## src/hdl/rth_pkg.sv

```systemverilog
// Shared widths and sector codes for the RGB to hue fraction pipeline.
package rth_pkg;

  // Width of one color channel.
  localparam int unsigned CH_W = 8;
  // Width of the hue fraction, which is also the number of quotient bits.
  localparam int unsigned HUE_W = 16;
  // Signed width of the in-sector numerator (difference of two channels).
  localparam int unsigned NUM_W = CH_W + 1;
  // Width that holds 6 * (max - min) and the wrapped sector position.
  localparam int unsigned REM_W = CH_W + 3;
  // Front stages: min/max/sector, then position and divisor.
  localparam int unsigned FRONT_STAGES = 2;
  localparam int unsigned NUM_STAGES = FRONT_STAGES + HUE_W;

  typedef enum logic [1:0] {
    SEC_RED   = 2'd0,
    SEC_GREEN = 2'd1,
    SEC_BLUE  = 2'd2
  } hue_sector_t;

endpackage

```

## src/hdl/rgb_to_hue_fraction.sv

```systemverilog
// Pipelined RGB to HSV hue converter, hue given as a 16-bit fraction of a turn.
//
// Usage: each input word carries one 8-bit RGB pixel on in_red, in_green and
// in_blue; it is taken at a rising edge where in_valid is high and in_stall is
// low. Each pixel gives exactly one output word: out_hue_fraction, the hue
// times 65536 truncated, and out_is_grey, set when all channels are equal (the
// hue is then 0). Words leave in the order they came in.
// The stages in order: one stage finds the
// maximum, minimum and sector, one forms the wrapped sector position and the
// divisor 6 * (max - min), and 16 restoring-division stages produce one
// quotient bit each. Throughput is one pixel per cycle while out_stall is low.
// When out_stall holds the output word, stages behind it keep moving until
// they reach a full stage; in_stall rises only when every stage is occupied,
// so bubbles are squeezed out and nothing is dropped or repeated.
// Reset (rst_n low, synchronous) empties all stages; out_valid is low after it.
module rgb_to_hue_fraction (
  input  logic                      clk,
  input  logic                      rst_n,
  input  logic                      in_valid,
  output logic                      in_stall,
  input  logic [rth_pkg::CH_W-1:0]  in_red,
  input  logic [rth_pkg::CH_W-1:0]  in_green,
  input  logic [rth_pkg::CH_W-1:0]  in_blue,
  output logic                      out_valid,
  input  logic                      out_stall,
  output logic [rth_pkg::HUE_W-1:0] out_hue_fraction,
  output logic                      out_is_grey
);

  localparam int unsigned NS = rth_pkg::NUM_STAGES;
  localparam int unsigned QW = rth_pkg::HUE_W;
  localparam int unsigned RW = rth_pkg::REM_W;
  localparam int unsigned CW = rth_pkg::CH_W;
  localparam int unsigned NW = rth_pkg::NUM_W;

  // Stage occupancy and per-stage load enables.
  logic [NS-1:0] vld_r;
  logic [NS-1:0] vld_nxt;
  logic [NS-1:0] en;

  // A stage may load when it is empty or its content moves on this cycle.
  always_comb begin
    en[NS-1] = !vld_r[NS-1] || !out_stall;
    for (int i = NS - 2; i >= 0; i--) begin
      en[i] = !vld_r[i] || en[i+1];
    end
  end

  always_comb begin
    vld_nxt = vld_r;
    if (en[0]) begin
      vld_nxt[0] = in_valid;
    end
    for (int i = 1; i < NS; i++) begin
      if (en[i]) begin
        vld_nxt[i] = vld_r[i-1];
      end
    end
  end

  always_ff @(posedge clk) begin
    if (!rst_n) begin
      vld_r <= '0;
    end else begin
      vld_r <= vld_nxt;
    end
  end

  assign in_stall = !en[0];

  // Stage 1: maximum, minimum, sector of the maximum and in-sector numerator.
  logic [CW-1:0]            s1_mx_r, s1_mx_nxt;
  logic [CW-1:0]            s1_mn_r, s1_mn_nxt;
  rth_pkg::hue_sector_t     s1_sec_r, s1_sec_nxt;
  logic signed [NW-1:0]     s1_num_r, s1_num_nxt;

  always_comb begin
    s1_mx_nxt = in_red;
    s1_mn_nxt = in_red;
    if (in_green > s1_mx_nxt) begin
      s1_mx_nxt = in_green;
    end
    if (in_blue > s1_mx_nxt) begin
      s1_mx_nxt = in_blue;
    end
    if (in_green < s1_mn_nxt) begin
      s1_mn_nxt = in_green;
    end
    if (in_blue < s1_mn_nxt) begin
      s1_mn_nxt = in_blue;
    end
    // Ties for the maximum favor red, then green.
    if (in_red >= in_green && in_red >= in_blue) begin
      s1_sec_nxt = rth_pkg::SEC_RED;
      s1_num_nxt = $signed({1'b0, in_green}) - $signed({1'b0, in_blue});
    end else if (in_green >= in_blue) begin
      s1_sec_nxt = rth_pkg::SEC_GREEN;
      s1_num_nxt = $signed({1'b0, in_blue}) - $signed({1'b0, in_red});
    end else begin
      s1_sec_nxt = rth_pkg::SEC_BLUE;
      s1_num_nxt = $signed({1'b0, in_red}) - $signed({1'b0, in_green});
    end
  end

  always_ff @(posedge clk) begin
    if (en[0]) begin
      s1_mx_r  <= s1_mx_nxt;
      s1_mn_r  <= s1_mn_nxt;
      s1_sec_r <= s1_sec_nxt;
      s1_num_r <= s1_num_nxt;
    end
  end

  // Stage 2: position on the turn in units of d, wrapped into 0..6d-1.
  logic [RW-1:0]   s2_x_r, s2_x_nxt;
  logic [RW-1:0]   s2_div_r, s2_div_nxt;
  logic            s2_grey_r, s2_grey_nxt;
  logic [CW-1:0]   s2_d;
  logic [RW-1:0]   s2_base;
  logic signed [RW:0] s2_pos;
  logic signed [RW:0] s2_wrap;

  always_comb begin
    s2_d        = s1_mx_r - s1_mn_r;
    s2_div_nxt  = {1'b0, s2_d, 2'b00} + {2'b00, s2_d, 1'b0};
    s2_grey_nxt = (s1_mx_r == s1_mn_r);
    case (s1_sec_r)
      rth_pkg::SEC_RED:   s2_base = '0;
      rth_pkg::SEC_GREEN: s2_base = {2'b00, s2_d, 1'b0};
      rth_pkg::SEC_BLUE:  s2_base = {1'b0, s2_d, 2'b00};
      default:            s2_base = '0;
    endcase
    s2_pos  = $signed({1'b0, s2_base}) + $signed({{(RW + 1 - NW){s1_num_r[NW-1]}}, s1_num_r});
    // Only the red sector can go negative; one turn brings it back.
    s2_wrap = s2_pos[RW] ? (s2_pos + $signed({1'b0, s2_div_nxt})) : s2_pos;
    s2_x_nxt = s2_wrap[RW-1:0];
  end

  always_ff @(posedge clk) begin
    if (en[1]) begin
      s2_x_r    <= s2_x_nxt;
      s2_div_r  <= s2_div_nxt;
      s2_grey_r <= s2_grey_nxt;
    end
  end

  // Division stages: restoring division of x * 2^16 by 6d, one quotient bit
  // per stage. Since x < 6d the quotient fits in 16 bits.
  logic [RW-1:0] rem_r  [QW];
  logic [RW-1:0] dv_r   [QW];
  logic [QW-1:0] quo_r  [QW];
  logic          grey_r [QW];

  for (genvar j = 0; j < QW; j++) begin : g_div
    logic [RW-1:0] rem_in;
    logic [RW-1:0] dv_in;
    logic [QW-1:0] quo_in;
    logic          grey_in;
    logic [RW:0]   rem2;
    logic          qbit;
    logic [RW-1:0] rem_nxt;
    logic [QW-1:0] quo_nxt;

    if (j == 0) begin : g_first
      assign rem_in  = s2_x_r;
      assign dv_in   = s2_div_r;
      assign quo_in  = '0;
      assign grey_in = s2_grey_r;
    end else begin : g_rest
      assign rem_in  = rem_r[j-1];
      assign dv_in   = dv_r[j-1];
      assign quo_in  = quo_r[j-1];
      assign grey_in = grey_r[j-1];
    end

    always_comb begin
      rem2 = {rem_in, 1'b0};
      qbit = (rem2 >= {1'b0, dv_in});
      if (qbit) begin
        rem_nxt = RW'(rem2 - {1'b0, dv_in});
      end else begin
        rem_nxt = rem2[RW-1:0];
      end
      quo_nxt = {quo_in[QW-2:0], qbit};
      // A grey pixel has no hue; the last stage forces it to zero.
      if (j == QW - 1 && grey_in) begin
        quo_nxt = '0;
      end
    end

    always_ff @(posedge clk) begin
      if (en[rth_pkg::FRONT_STAGES + j]) begin
        rem_r[j]  <= rem_nxt;
        dv_r[j]   <= dv_in;
        quo_r[j]  <= quo_nxt;
        grey_r[j] <= grey_in;
      end
    end
  end

  assign out_valid        = vld_r[NS-1];
  assign out_hue_fraction = quo_r[QW-1];
  assign out_is_grey      = grey_r[QW-1];

  // The input side only waits when the whole pipeline is backed up.
  a_stall_only_when_full: assert property (@(posedge clk) disable iff (!rst_n)
    in_stall |-> (out_valid && out_stall && (&vld_r)))
    else $error("input stalled while the pipeline had room");

  // Grey words always leave with a zero hue.
  a_grey_zero: assert property (@(posedge clk) disable iff (!rst_n)
    (out_valid && out_is_grey) |-> (out_hue_fraction == '0))
    else $error("grey word with nonzero hue");

  // The wrapped position must be below the divisor or the quotient overflows.
  a_pos_in_turn: assert property (@(posedge clk) disable iff (!rst_n)
    (vld_r[1] && !s2_grey_r) |-> (s2_x_r < s2_div_r))
    else $error("sector position outside one turn");

endmodule

```

## config.mk

```make
export PLATFORM = sky130hd
export DESIGN_NAME = rgb_to_hue_fraction
export DESIGN_NICKNAME = d
export VERILOG_FILES = /design/src/hdl/rth_pkg.sv /design/src/hdl/rgb_to_hue_fraction.sv
export SDC_FILE = /design/constraint.sdc
export NUM_CORES = 1
export LEC_CHECK = 0
export ABC_AREA = 1
export BUFFER_PORTS_ARGS = -buffer_cell sky130_fd_sc_hd__clkbuf_2
export CAP_MARGIN = 15
export CORE_MARGIN = 8
export CORE_UTILIZATION = 69
export DETAILED_ROUTE_END_ITERATION = 10
export PLACE_DENSITY = 0.95
export SYNTH_ARGS = -nofsm -noshare
export SYNTH_HDL_FRONTEND = slang
export SYNTH_SLANG_ARGS = --single-unit
```

## constraint.sdc

```tcl
create_clock -name clk -period 11.64 [get_ports clk]
set_clock_uncertainty 0.15 [all_clocks]
set_input_delay 0 -clock clk [delete_from_list [all_inputs] [get_ports clk]]
set_output_delay 0 -clock clk [all_outputs]
set_load 0.03 [all_outputs]
```

Word level (Yosys, flattened, before mapping)
Memories as Yosys holds them, arrays and structs flattened. Cells that the tools add are included.

Output and inout bits: 19. Input port bits: 28. Memories: 4. Memory bits (writable): 624. Register bits: 68. ROM bits: 0. Latch bits: 0.

Memories: quo_r (words 16, width 16, rd ports 16, clocked after memory_dff 0, wr ports 16, line rgb_to_hue_fraction.sv:151) `logic [QW-1:0] quo_r [QW];`; dv_r (words 16, width 11, rd ports 15, clocked after memory_dff 0, wr ports 16, line rgb_to_hue_fraction.sv:150) `logic [RW-1:0] dv_r [QW];`; rem_r (words 16, width 11, rd ports 15, clocked after memory_dff 0, wr ports 16, line rgb_to_hue_fraction.sv:149) `logic [RW-1:0] rem_r [QW];`; grey_r (words 16, width 1, rd ports 16, clocked after memory_dff 0, wr ports 16, line rgb_to_hue_fraction.sv:152) `logic grey_r [QW];`.

Shifts and indexed selects: 0. $add $sub $neg: 23. Multiplexer cells: 58. Bitwise operators: 0. Div/mod/pow operators: 0. Reduce and logical (&&, ||, !) cells: 39. Multiply operators: 0. Magnitude comparators: 23. Eq/ne operators: 3.

Operators with widths (number): >= comparator 12 x 11 -> 1 bit (16); 2-to-1 mux 11 bit (17); subtractor 11 bit (16); 2-to-1 mux 1 bit (32); 2-to-1 mux 8 bit (4); subtractor 8 x 8 -> 9 bit (3); >= comparator 8 bit (3); logical NOT 1 bit (20); case mux 10 bit (2 select lines) (1); logical OR 1 bit (18); 2-to-1 mux 9 bit (2); > comparator 8 bit (2); less-than comparator 8 bit (2); 2-to-1 mux 16 bit (1); adder 11 x 9 -> 12 bit (1); adder 10 x 9 -> 11 bit (1); adder 11 bit (1); equality test 8 bit (1); subtractor 8 bit (1); equality test 2 x 1 -> 1 bit, second input constant (1); equality test 2 bit, second input constant (1); 2-to-1 mux 2 bit (1); logical AND 1 bit (1).

Logic depth before layout (Yosys ltp)
Gate-level depths: netlist of the first run.

Word-level depth: 20. Mapped depth: 28.

Least setup slack after synthesis of the first run
Ideal clock, no wire load.

Kind: flip-flop to flip-flop. Start: register vld_r[17]. End: memory dv_r[0][10] in the netlist's numbering (enable). Slack: 7.196 ns. Cell stages (with the launch flop): 10. Arrival: 3.874 ns. Clock period less this slack: 4.444 ns. Data required time: 11.069 ns. Path through: dfxtp_1 -> nand3_2 -> nor2_4 -> nand4_4 -> nor2_4 -> nand4_4 -> nor2_4 -> nand4_4 -> nor2_4 -> nand2_1.

RTL lines: start: declaration (line rgb_to_hue_fraction.sv:37) `logic [NS-1:0] vld_r;`; start signal: assignment (line rgb_to_hue_fraction.sv:65) `vld_r <= vld_nxt;`; end: declaration (line rgb_to_hue_fraction.sv:150).

Worst setup path after layout of the first run
Start: register vld_r[16]. End: output in_stall.

Word-level cells in the longest chain between the ends: 19.

RTL lines: logical NOT 1 bit (line rgb_to_hue_fraction.sv:45) `en[i] = !vld_r[i] || en[i+1];`; logical OR 1 bit (line rgb_to_hue_fraction.sv:45); via en[16] (line rgb_to_hue_fraction.sv:39) `logic [NS-1:0] en;`; logical OR 1 bit (4 in series) (line rgb_to_hue_fraction.sv:45); via en[12] (line rgb_to_hue_fraction.sv:39); logical OR 1 bit (4 in series) (line rgb_to_hue_fraction.sv:45); via en[8] (line rgb_to_hue_fraction.sv:39); logical OR 1 bit (4 in series) (line rgb_to_hue_fraction.sv:45); via en[4] (line rgb_to_hue_fraction.sv:39); logical OR 1 bit (4 in series) (line rgb_to_hue_fraction.sv:45); logical NOT 1 bit (line rgb_to_hue_fraction.sv:69) `assign in_stall = !en[0];`; end: declaration (line rgb_to_hue_fraction.sv:20) `output logic in_stall,`.

The timed path passes the listed nets, and every way through them passes these cells.

==> results of run 1 <==
## logic make-up after synthesis
logic type / count (synthesis) / synth area share (%)
buf+inv: 459 / 6.23
flops: 519 / 54.9
xor+xnor: 148 / 4.62
mux: 1 / 0.0401
compound gates: 517 / 10.3
fa+ha+maj: 253 / 11.9
simple gates: 779 / 12.1
## critical path: cells and delay by family, from the launching register on
kind,cells,cell delay [ns]
AND/OR/NAND/NOR,9,4.18
buffers and inverters,2,0.38
flip-flops,1,0.40
## area by class of cell
class	instances	area [µm²]
clock buffers	63	1380
clock inverters	31	333
fillers	2354	9420
inverters	433	1630
multi-input cells	1698	10900
flip-flops and latches	519	15400
well taps	532	666
repair buffers	93	708
## metal layers
layer,vias to the layer above,routed length (µm),GRT usage (%)
li1,9478,-,-
met3,251,4700,4.40
met2,1085,32700,48.6
met1,9594,23800,31.1
met5,-,0,0
met4,0,3090,12.3
## flip-flops by register name, indices dropped and copies added, names as in the netlist
| register | cells |
|---|---|
| g_div.dv_in | 10 |
| rem_r | 150 |
| grey_r | 16 |
| s1_mn_r | 8 |
| g_div.rem_in | 11 |
| s1_mx_r | 8 |
| dv_r | 150 |
| vld_r | 18 |
| g_div.grey_in | 1 |
| quo_r | 136 |
| s1_sec_r | 2 |
| s1_num_r | 9 |
## how the worst max path moves through the flow
| stage | slack, ns | end | depth (start not counted) |
|---|---|---|---|
| final | 5.90 | in_stall | 11 |
| after detailed placement | 6.30 | dv_r[0][1] | 9 |
| after CTS | 5.83 | in_stall | 11 |
| after floorplan | 7.20 | dv_r[0][10] | 9 |
| after global routing | 5.36 | in_stall | 11 |
| after global placement | 6.72 | dv_r[0][1] | 9 |
## cell usage after synthesis (all sizes together), types with 2 or more instances
library cell and n:
and2 7, ha 231, a31oi 17, a221oi 7, buf 14, a21oi 184
nand3b 3, xnor2 38, clkbuf 12, a31o 5, nand2 405, nor2 175
o211ai 9, xor2 110, o22ai 5, dfxtp 18, nor3b 3, edfxtp 501
a2111oi 2, a211oi 15, or2 9, o31ai 8, o21ai 218, fa 22
nor4 6, nand3 96, inv 428, clkinv 5, and3 3, o21bai 18
nand4 35, a21boi 2, nor3 37, a21o 19, a211o 7
## stage by stage
step / instances / hold slack (ns) / util [%] / setup WS (ns)
floorplan: 2676 / -0.00569 / - / 7.20
global placement: 3234 / 0.0867 / 71.4 / 6.72
detailed placement: 3234 / 0.0982 / 71.4 / 6.30
CTS: 3367 / 0.0476 / 76.6 / 5.83
global route: 3369 / 0.111 / 76.7 / 5.36
finish: 3369 / 0.0914 / 76.7 / 5.90
==> impl_metrics.py, run 1 <==
metrics = {
    "cts": {
        "clock_sinks": 519,
        "root_buffer": "clkbuf_16",
        "postCtsHoldBufs": 39,
        "cts_tree": "yes",
        "cts_buffers": 51,
        "post-cts-setup-buffers": 0,
        "cts.repair.resized": 0,
        "cts_buffer_depth": 3,
        "clock_latency_ns": 0.61,
        "clk_pin_slew_ns": 0.06,
        "cts.htree.levels": 2,
    },
    "worst_setup_path": {
        "reg2reg_from": "vld_r[16]",
        "crit_arrival_ns": 5.59,
        "reg2reg_to": "vld_r[0]",
        "end_kind": "output port",
        "crit_start": "vld_r[16]",
        "r2r_cells": 11,
        "path_class": "reg -> out",
        "worstPathCellList": "nand3_2 -> nor2_4 -> nand4_4 -> nor2_4 -> nand4_4 -> nor2_4 -> nand4_4 -> nor2_4 -> nand4_4 -> inv_1 -> clkbuf_2",
        "crit_fanout": 38,
        "r2r_slack_ns": 5.96,
        "worst_path_max_delay_cell": "nand3_2",
        "crit_path_start_kind": "register",
        "cp.required_ns": 11.49,
        "slowest_delay_ns": 0.74,
    },
    "floorplan": {
        "initial_utilization_pct": 69.4,
        "row_count": 74,
        "die_w_um": 218,
        "die_area_um2": 47400,
        "io_pins": 47,
        "die-height_um": 218,
        "core-area_um2": 40500,
    },
    "placed_design": {
        "place_congestion": 0.944,
        "place_area_um2": 28900,
        "numPortBuffers": 46,
        "dp_hpwl_mm": 45.3,
    },
    "grt": {
        "grt_antenna_before_repair": 0,
        "gr-total-overflow": 0,
        "grt_pass1_wl_mm": 103,
        "grt_pass1_vias": 20648,
        "grt_max_degree": 39,
        "track_usage_pct": 26.9,
    },
    "sta": {
        "tightest_slew_ns": 1.12,
        "setup_viol": 0,
        "rsz0062_at_grt": "false",
        "fin_crit_ns": 5.74,
        "fin_crit_sh_pct": 49.3,
        "setup_tns_ns": 0,
        "drv_slew": 0,
        "hold_viol_final": 0,
        "slew_headroom_pct": 25.3,
        "max_freq_mhz": 174,
    },
    "yosys": {
        "avgSynthCellArea_um2": 10.5,
        "ys_ff_latch": 519,
        "syn_area_um2": 28100,
        "syn_nets": 2957,
        "synth-edff-count": 501,
        "synth_area_leaders": "edfxtp_1 54%, ha_1 10%, inv_1 5.7%",
        "ys_seq_area_share_pct": 54.9,
        "synth_cell_types": 52,
        "ys.flop_type": "edfxtp_1",
        "ys_warn_count": 0,
        "synth_top_area_cell": "edfxtp_1",
        "synth_top_area_share_pct": 53.6,
        "syn_inst": 2676,
        "synthArstFlopShare_pct": 0,
    },
    "drt": {
        "firstDrtPassIters": 8,
        "antenna_left": 0,
        "drc": 0,
        "vias_per_cell": 6.06,
        "drtIter0Drc": 2327,
        "drt_wl_total_mm": 64.4,
        "via_count": 20408,
        "avgRoutedWirePerCell_um": 19.1,
    },
    "flow_run": {
        "maxCapViolCount": 0,
    },
    "layout": {
        "fin_nets": 3077,
        "layout_commonest_cell": "edfxtp_1",
        "final_cell_mix": "501 x edfxtp_1, 426 x inv_1, 400 x nand2_1",
        "final_cell_area_um2": 31000,
        "syn2layout_area_growth_pct": 10.6,
        "drive_above_1_share_pct": 6.10,
        "diodes": 0,
    },
    "hold_path": {
        "hp-class": "in -> reg",
        "min_to": "s1_num_r[5]",
        "hp-start": "in_green[5]",
        "hold_path_depth": 6,
    },
    "outcome": {
        "status": "finished, final reports clean",
    },
}
Power of run 1 is not shown: default switching activity piles up to over one toggle a cycle in this logic, so the estimate is an artifact.
==> inputs of run 2 (changes only) <==
- CORE_UTILIZATION: 69 -> 58
- PLACE_DENSITY: 0.95 -> 0.88
- clock period: 11.64 -> 5 ns (I/O delays scaled with it)
==> impl_metrics.py, run 2 (synthesis gave the netlist of run 1 again) <==
metrics = {
    "drt": {
        "drtIter0Drc": 1692,
        "vias_per_cell": 5.64,
        "drt_wl_total_mm": 59.7,
        "antenna_left": 0,
        "firstDrtPassIters": 8,
        "drc": 0,
        "avgRoutedWirePerCell_um": 17.2,
        "via_count": 19527,
    },
    "worst_setup_path": {
        "reg2reg_to": "g_div[0].rem_in[10]",
        "end_kind": "register",
        "crit_path_frequent_cell": "inv_1",
        "crit_arrival_ns": 4.84,
        "worstPathCellList": "inv_1 -> ha_1 -> inv_1 -> fa_1 -> xor2_1 -> inv_1 -> o22ai_1 -> ha_1 -> a21oi_1 -> o21ai_0 -> a21o_1 -> nand2_1 -> nand2_1 -> a21oi_1 -> xor2_1 -> inv_1 -> ha_1 -> a21oi_1 -> o21a_1 -> nand3_1 -> nand3b_1 -> nand4_1 -> nand2_1",
        "cp_num_cells": 23,
        "reg2reg_from": "s1_mx_r[0]",
        "worst_path_max_delay_cell": "fa_1",
        "crit_path_start_kind": "register",
        "slowest_delay_ns": 0.42,
        "r2r_slack_ns": 0.37,
        "cp.required_ns": 5.21,
        "path_buf_inv": 4,
        "crit_fanout": 5,
        "crit_start": "s1_mx_r[0]",
        "path_class": "reg -> reg",
        "endpoint": "g_div[0].rem_in[10]",
        "r2r_cells": 23,
        "path_delay_family": "compound AO/OA/AOI/OAI gates",
    },
    "layout": {
        "reg.largest.list": "dv_r (150), rem_r (150), quo_r (136)",
        "multiInputGateArea_um2": 10900,
        "layout_commonest_cell": "edfxtp_1",
        "regArea_um2": 15400,
        "syn2layout_area_growth_pct": 11.5,
        "fin_nets": 3085,
        "final_cell_mix": "501 x edfxtp_1, 426 x inv_1, 400 x nand2_1",
        "fillers": 3420,
        "diodes": 0,
        "drive_above_1_share_pct": 6.25,
    },
    "grt": {
        "grt_pass1_vias": 19672,
        "grt_antenna_before_repair": 0,
        "grt_pass1_wl_mm": 97.1,
        "track_usage_pct": 21.1,
        "gr-total-overflow": 0,
        "grt_max_degree": 39,
    },
    "sta": {
        "fin_crit_ns": 4.63,
        "tightest_slew_ns": 1.07,
        "max_freq_mhz": 216,
        "setup_tns_ns": 0,
        "slew_headroom_pct": 28.6,
        "rsz0062_at_grt": "false",
        "hold_viol_final": 0,
        "setup_viol": 0,
        "fin_crit_sh_pct": 92.6,
        "drv_slew": 0,
    },
    "floorplan": {
        "row_count": 80,
        "io_pins": 47,
        "die-height_um": 236,
        "die_w_um": 236,
        "initial_utilization_pct": 58.8,
        "die_area_um2": 55700,
        "core-area_um2": 47700,
    },
    "placed_design": {
        "numPortBuffers": 46,
        "place_congestion": 0.955,
        "dp_hpwl_mm": 43.4,
    },
    "cts": {
        "cts_tree": "yes",
        "clock_sinks": 519,
        "root_buffer": "clkbuf_16",
        "post-cts-setup-buffers": 0,
        "cts_buffer_depth": 3,
        "cts.htree.levels": 2,
        "clk_pin_slew_ns": 0.06,
        "cts_buffers": 52,
        "clock_latency_ns": 0.61,
    },
    "flow_run": {
        "maxCapViolCount": 0,
    },
    "outcome": {
        "status": "finished, final reports clean",
    },
    "hold_path": {
        "hp-class": "in -> reg",
    },
}
## run 2: layout make-up
cell class	count	share of cell area (%)
clock buffers	63	4.35
clock inverters	35	1.28
inverters	433	5.19
multi-input cells	1698	34.9
flip-flops and latches	519	49.2
well taps	615	2.46
repair buffers	100	2.58
## run 2: how the worst min path moves through the flow
stage | from | cells after the start | endpoint | slack, ns
2_1_floorplan | in_valid | 2 | vld_r[0] | -0.006
3_3_place_gp | in_valid | 3 | vld_r[0] | 0.15
3_5_place_dp | in_valid | 3 | vld_r[0] | 0.17
4_1_cts | in_red[6] | 5 | s1_num_r[6] | 0.07
5_1_grt | in_red[6] | 5 | s1_num_r[6] | 0.10
6_report | in_red[6] | 5 | s1_num_r[6] | 0.12
## run 2: repair_timing
action / in CTS / in global routing
resized for setup: 0 / 1
hold endpoints to repair: 78 / 0
endpoints found under the setup margin: 0 / 1
hold buffers: 42 / 0
## run 2: per-layer routing
| layer | track usage [%] | routed length, µm |
|---|---|---|
| met1 | 25.2 | 24300 |
| met2 | 38.6 | 30500 |
| met3 | 3.11 | 3140 |
| met4 | 6.73 | 1740 |
| met5 | 0 | 0 |
## run 2: stage by stage
step	worst slack, ns	utilization [%]	hold slack, ns	std cells	area, µm²
after floorplan	0.556	-	-0.00569	2676	28100
after global placement	0.447	60.8	0.153	3319	29000
after detailed placement	0.359	60.8	0.166	3319	29000
after CTS	0.332	65.4	0.0680	3459	31200
after global routing	0.0635	65.6	0.102	3463	31300
final	0.368	65.6	0.119	3463	31300
## run 2: tightest hold or removal path, cell delays in order
cell,delay (ns)
clkbuf_2,0.12
ha_1,0.22
xor2_1,0.15
o211ai_1,0.17
nand2_1,0.10
Power of run 2 is left out for the same reason.
